--- src/lpbf_ram.sv ---
// Generic single-port-write, single-port-read RAM with registered read
`default_nettype none
module lpbf_ram #(
  parameter int Width = 8,
  parameter int Depth = 16
) (
  input  wire                     clk,
  input  wire                     we,
  input  wire [$clog2(Depth)-1:0] waddr,
  input  wire [Width-1:0]         wdata,
  input  wire [$clog2(Depth)-1:0] raddr,
  output logic [Width-1:0]        rdata
);
  logic [Width-1:0] mem [Depth];

  always_ff @(posedge clk) begin
    if (we) mem[waddr] <= wdata;
    rdata <= mem[raddr];
  end
endmodule
`default_nettype wire

--- config.mk ---
export PLATFORM = sky130hd
export DESIGN_NAME = lpbf_ram
export DESIGN_NICKNAME = d
export VERILOG_FILES = /design/src/lpbf_ram.sv
export SDC_FILE = /design/constraint.sdc
export NUM_CORES = 1
export LEC_CHECK = 0
export BUFFER_PORTS_ARGS = -buffer_cell sky130_fd_sc_hd__buf_2
export CORE_UTILIZATION = 30
export CTS_CLUSTER_DIAMETER = 50
export DETAILED_ROUTE_END_ITERATION = 16
export GPL_TIMING_DRIVEN = 1
export HOLD_SLACK_MARGIN = 0.03
export PLACE_DENSITY = 0.53
export SYNTH_ARGS = -nofsm -noshare
export SYNTH_HDL_FRONTEND = slang
export SYNTH_SLANG_ARGS = --single-unit
--- constraint.sdc ---
create_clock -name clk -period 2.74 [get_ports clk]
set_clock_uncertainty 0.2 [all_clocks]
set_input_delay 0.548 -clock clk [delete_from_list [all_inputs] [get_ports clk]]
set_output_delay 0.548 -clock clk [all_outputs]
set_load 0.05 [all_outputs]
# [Word level (Yosys, flattened, before mapping)]
# Memories as Yosys holds them, arrays and structs flattened. A register that Yosys moved wholly into a read port is not among the register bits.
# Index checks and enable logic that the tools add are counted.
[classes] addsub=0 mul=0 n_div=0 n_lt_le_gt_ge=0 eq_ne=0 shift=0 mux=2 bitwise=0 reduce_logical=0
[ops] operator="2-to-1 mux 1 bit" n=2
[word_totals] regBits=0 latchBits=0 mem_bits_rw=128 mem_bits_ro=0 input_bits=18 output_inout_bits=8 word_cells=3 memories=1
[memory_table] name="mem" words=16 word_bits=8 read_ports=1 rd_clocked_by_memory_dff=1 write_ports=1 line="14" text="logic [Width-1:0] mem [Depth];"

# [Logic depth before layout (Yosys ltp)]
# Gate-level depths: netlist of run 1.
[depth] depth_word=2 ltp_mapped=5 ltp_nobuf=3

# [Worst setup path after synthesis of run 1]
# Ideal clock, no wire load.
[synth_path] path_kind="in2reg" startpoint="input port waddr[2]" endpoint="memory mem[0][0] (enable)" setup_time_ns=0.383 t_arrival_ns=1.658 t_required_ns=2.157 setup_slack_ns=0.499 cell_stages=2 path_buffers=0 path_cell_list="or3b_2 nor3_1"
[synth_lines] item="from (decl)" line="9" text="input wire [$clog2(Depth)-1:0] waddr,"
[synth_lines] item="to (decl)" line="14"
# Straight into the memory's write port.

==> impl_results.md, run 1 <==
* Mux contribution to synthesized area at 0.150
* Largest family of logic cells by synthesized area: multiplexers
* Worst R2R End: rdata[3]
* Die Width at 133 um
* CP required at 2.83 ns
* Port bufs at 25
* Final Max Tran Viols at 0
* Reg power frac at 0.489
* Crit path kind: in -> reg
* CTS buffer count at 17
* I/O pin count at 26
* Biggest area consumer among synthesized cells: edfxtp_1
* Multi-input gate area at 1060 sq um
* Post-synth top cells: 128 x edfxtp_1, 18 x mux4_2, 16 x a22oi_1
* Largest net degree at the start of global routing at 21
* Register area share after synthesis at 0.778
* Area growth, synth to finish at 20.6%
* DP HPWL at 6720 um
* HP Start: wdata[5]
* Synth warn at 0
* Grt total ovfl at 0
* Yosys cell types at 19
* Critical-path cell list: buf_2 -> buf_4 -> mux4_2 -> a22oi_1 -> nand2_1
* R2R Path Start: mem[10][3]
* Hold buffer count at CTS at 0
* Routed length per instance at 19.7 um
* Clk_lat worst skew at 0.41 ns
* Die height at 133 um
* Worst min-delay path category: in -> reg
* Hold EP: mem[14][5]
* Final min period at 1.94 ns
* RSZ-0062 raised after global routing: false
* Final wirelength at 10200 um
* Complex-gate fraction of the synthesized area at 0.0233
* Vias in the first global route at 2618
* Hold Fails Final Rpt at 0
* Fill cells at 1509
* Die Area at 17700 sq um
* Core Rows at 47
* Simple-gate area share of the yosys netlist at 0.0318
* Initial antenna violation count at 0
* Internal at 3.84 mW
* Antenna Cells at 0
* Leakage at 2.09 nW
* Worst slew margin at 0.485
* Synth Register Bits at 136
* Slew @ Worst Pin at 0.770 ns
* Sequential cell area at 4000 sq um
* Worst stage delay on the critical path at 0.52 ns
* Synth top area share at 0.747
* Post-cts sizing count at 0
* Mapped Area at 5150 sq um
* Peak supply drop at 0.378 mV
* Post-detailed-route count of antenna-violating nets at 0
* CTS tree: built
* Ys flop type: edfxtp_1
* Critical path arrival at 2.03 ns
* Dpl ws at 0.368 ns
* Final #Nets at 301
* Count leader, synth: edfxtp_1
* CP endpoint kind: flop
* Layout cells sized above 1 at 0.305
* Fmax at 0.516 GHz
* Critical Path Fanout Max at 11
* Adder-cell area share of the yosys netlist at 0
* Final Cycle Share at 0.707
* Syn Area/Cell at 22.5 sq um
* Drt pass-1 iters at 4
* Initial Util at 0.309
* Placed cells at 484
* Syn Inst Count at 229
* Worst reg2reg path depth at 3
* TNS Setup at 0 ns
* Reg clk slew, reported paths at 0.06 ns
* Final worst setup slack at 0.804 ns
* Root Driver: clkbuf_16
* Outcome: finished clean
* Total GRT Usage at 0.125
* Clock power frac at 0.457
* Pwr Density at 772 nW/um^2
* H-tree lvl count at 4
* Routability Congestion at 0.690
* Number of setup violations in the final report at 0
* Switch share at 0.199
* Combinational share of power at 0.054
* Flop-to-flop setup slack at 1.18 ns
* Vias at 2392
* Core Area at 16600 sq um
* # DRC at 0
* Hold path depth at 1
* Max-cap violations at 0
* Post-layout util at 0.373
* Top post-synthesis cells by area: edfxtp_1 75%, mux4_2 7.9%, mux4_1 7.1%
* Starting DRT DRC Count at 167
* Setup Fix Bufs, Post-CTS at 0
* Synth async-reset ratio at 0
* Startpoint types: primary input
* Vias per inst at 4.64
* Slowest cell on the critical path: mux4_2
* Syn nets at 247
* Post-synth EDFFs at 128
* Final Instance Count excl. Fillers at 515
* First-pass GRT wire length at 15400 um
* Xor and xnor area share after synthesis at 0
* CTS Sinks at 136
* CTS max path bufs at 2
* Sw power at 0.955 mW
worst max path at each step:
stage	startpoint	end	depth (start not counted)
floorplan	waddr[2]	mem[0][0]	2
global placement	raddr[0]	rdata[0]	5
detailed placement	raddr[0]	rdata[7]	5
CTS	raddr[0]	rdata[7]	5
global route	raddr[0]	rdata[7]	5
finish	raddr[0]	rdata[7]	5
flip-flops by register name, indices dropped and copies added, names as in the netlist:
name   cells
rdata      8
mem      128
power by group through the flow:
stage / registers [mW] / logic, mW / clock network (mW)
2_1_floorplan: 2.43 / 0.118 / 0
3_3_place_gp: 2.38 / 0.265 / 0
3_5_place_dp: 2.39 / 0.267 / 0
4_1_cts: 2.34 / 0.267 / 2.23
5_1_grt: 2.35 / 0.280 / 2.31
6_report: 2.34 / 0.261 / 2.19
metrics by stage:
stage	hold WS (ns)	area (sq um)	total power, mW
2_1_floorplan	0.429	5150	2.55
3_5_place_dp	0.459	5640	2.65
5_1_grt	0.320	6210	4.94
4_1_cts	0.305	6210	4.84
6_report	0.316	6210	4.79
3_3_place_gp	0.457	5640	2.65
layer usage:
layer  vias to the layer above  wire length, um  GRT usage
met3                         8              438     0.0402
li1                       1081                -          -
met1                      1252             4760      0.163
met4                         0               88     0.0364
met5                         -                0          0
met2                        51             4880      0.198
placed cells by master, fill, tap and decap left out, types with 3 or more instances in the layout:
master     netlist  layout
edfxtp_1       128     128
buf_2            3      25
mux4_2          18      18
buf_4            1      18
clkbuf_16        0      17
a22oi_1         16      16
mux4_1          14      14
nor2_1          13      13
nand2_1          9       9
dfxtp_1          8       8
nor3_1           4       4
clkbuf_1         0       4
clkinv_2         0       4
bufinv_16        0       3
cell families after synthesis:
logic type,after synthesis
AO/OA/AOI/OAI,16
buffers and inverters,10
flip-flops,136
multiplexers,32
AND/OR/NAND/NOR,35
cell type report:
cell class	instances	area share
clock buffer	21	0.0710
clock inverter	10	0.0210
multi-input combinational	83	0.170
sequential	136	0.645
tap	220	0.0443
timing repair buffer	45	0.0484
critical path, delay by kind of cell:
family / cells / cell delay (ns)
compound gates: 1 / 0.27
mux: 1 / 0.52
buf+inv: 2 / 0.59
simple gates: 1 / 0.09
(Power assumes the default switching activity.)
==> run 2, diff against run 1 <==
- clock period: 2.74 -> 1.85 ns (I/O delays scaled with it)
==> impl_results.md, run 2 (same netlist as run 1, synthesis figures left out) <==
* Critical Path Fanout Max at 1
* Startpoint types: flop
* Routability Congestion at 0.689
* Combinational share of power at 0.055
* CTS buffer count at 17
* Area growth, synth to finish at 23.7%
* Hold buffer count at CTS at 0
* Worst min-delay path category: in -> reg
* Sequential cell area at 4000 sq um
* Crit path kind: reg -> out
* Total GRT Usage at 0.128
* # DRC at 0
* Vias per inst at 4.72
* Die height at 133 um
* Max-cap violations at 0
* Final Max Tran Viols at 0
* Critical path's top delay family: flip-flops
* First-pass GRT wire length at 15900 um
* Fill cells at 1509
* Vias in the first global route at 2712
* Number of setup violations in the final report at 0
* Worst stage delay on the critical path at 0.36 ns
* Worst R2R End: rdata[0]
* CTS max path bufs at 2
* Slew @ Worst Pin at 0.883 ns
* Max FFs per register at 128
* Layout cells sized above 1 at 0.339
* Multi-input gate area at 1060 sq um
* Leakage at 2.17 nW
* Biggest regs: mem (128), rdata (8)
* Fmax at 0.620 GHz
* RSZ-0062 raised after global routing: false
* Peak supply drop at 0.625 mV
* Hold Fails Final Rpt at 0
* R2R Path Start: mem[0][0]
* Initial antenna violation count at 0
* Core Rows at 47
* Commonest non-fill, non-tap cell in the layout: edfxtp_1
* Clk_lat worst skew at 0.41 ns
* Setup Fix Bufs, Post-CTS at 0
* Die Area at 17700 sq um
* Internal at 5.98 mW
* I/O pin count at 26
* Total power at 7.46 mW
* Critical path arrival at 1.04 ns
* Drt pass-1 iters at 5
* Initial Util at 0.309
* Worst Setup SP: rdata[5]
* Worst reg2reg path depth at 3
* Final #Nets at 312
* Finished Cell Area at 6370 sq um
* Register name with the most flops: mem
* Most frequent cells in the layout: 128 x edfxtp_1, 28 x buf_4, 25 x buf_2
* Critical path depth in cells at 1
* Largest net degree at the start of global routing at 18
* Pwr Density at 1170 nW/um^2
* TNS Setup at 0 ns
* Switch share at 0.199
* Antenna Cells at 0
* DP HPWL at 6660 um
* CTS Sinks at 136
* Core Area at 16600 sq um
* CP required at 1.28 ns
* Routed length per instance at 19.5 um
* Post-detailed-route count of antenna-violating nets at 0
* Vias at 2488
* Critical path endpoint: rdata[5]
* Root Driver: clkbuf_16
* Port bufs at 25
* Sw power at 1.48 mW
* Post-DP Area at 5740 sq um
* Buf+Inv Stages, Crit Path at 1
* Outcome: finished clean
* Final Cycle Share at 0.872
* CP endpoint kind: output pin
* Clock power frac at 0.480
* Starting DRT DRC Count at 182
* Flop-to-flop setup slack at 0.28 ns
* CTS tree: built
* Final min period at 1.61 ns
* Worst slew margin at 0.410
* Final wirelength at 10300 um
* Post-cts sizing count at 0
* Reg clk slew, reported paths at 0.06 ns
* Die Width at 133 um
* Grt total ovfl at 0
* Reg power frac at 0.465
* Slowest cell on the critical path: dfxtp_1
* Critical-path cell list: buf_2
* H-tree lvl count at 4
==> run 2: cell count changes in the layout (fill, tap and decap cells not counted), sizes merged <==
cell      before  now
buf           45   56
clkbuf        21   18
bufinv         3    5
clkinvlp       1    2
inv            0    1
==> run 2: routing by layer <==
metal / global-route usage / vias up / wire (um)
met5: 0 / - / 0
met4: 0.0428 / 0 / 93
met3: 0.0441 / 6 / 443
met2: 0.202 / 52 / 4900
met1: 0.165 / 1325 / 4810
li1: - / 1105 / -
==> run 2: power by group through the flow <==
| stage | combinational, mW | sequential, mW | clock [mW] |
|---|---|---|---|
| 2_1_floorplan | 0.175 | 3.60 | 0 |
| 5_1_grt | 0.442 | 3.47 | 3.78 |
| 3_3_place_gp | 0.414 | 3.53 | 0 |
| 6_report | 0.411 | 3.47 | 3.59 |
| 3_5_place_dp | 0.418 | 3.53 | 0 |
| 4_1_cts | 0.419 | 3.47 | 3.62 |
==> run 2: final cells by class <==
type                            count  area share
Sequential cell                   136       0.629
Multi-Input combinational cell     83       0.167
Clock buffer                       18      0.0674
Timing Repair Buffer               56      0.0621
Tap cell                          220      0.0432
Clock inverter                     14      0.0320
==> run 2: how the worst min path moves through the flow <==
stage / startpoint / cells after the start / slack (ns) / to
final: wdata[1] / 1 / 0.14 / mem[0][1]
after floorplan: wdata[0] / 0 / 0.27 / mem[0][0]
after detailed placement: mem[6][6] / 3 / 0.46 / rdata[6]
after global placement: mem[14][2] / 3 / 0.45 / rdata[2]
after global routing: wdata[3] / 1 / 0.13 / mem[5][3]
after CTS: wdata[3] / 1 / 0.13 / mem[5][3]
==> run 2: through the flow <==
| step | utilization | worst slack (ns) | std cells | hold WS, ns |
|---|---|---|---|---|
| after global routing | 0.383 | 0.185 | 527 | 0.129 |
| after floorplan | - | 0.0139 | 229 | 0.269 |
| after CTS | 0.383 | 0.216 | 527 | 0.134 |
| final | 0.383 | 0.237 | 527 | 0.143 |
| after global placement | 0.345 | -0.212 | 495 | 0.451 |
| after detailed placement | 0.345 | -0.205 | 495 | 0.464 |
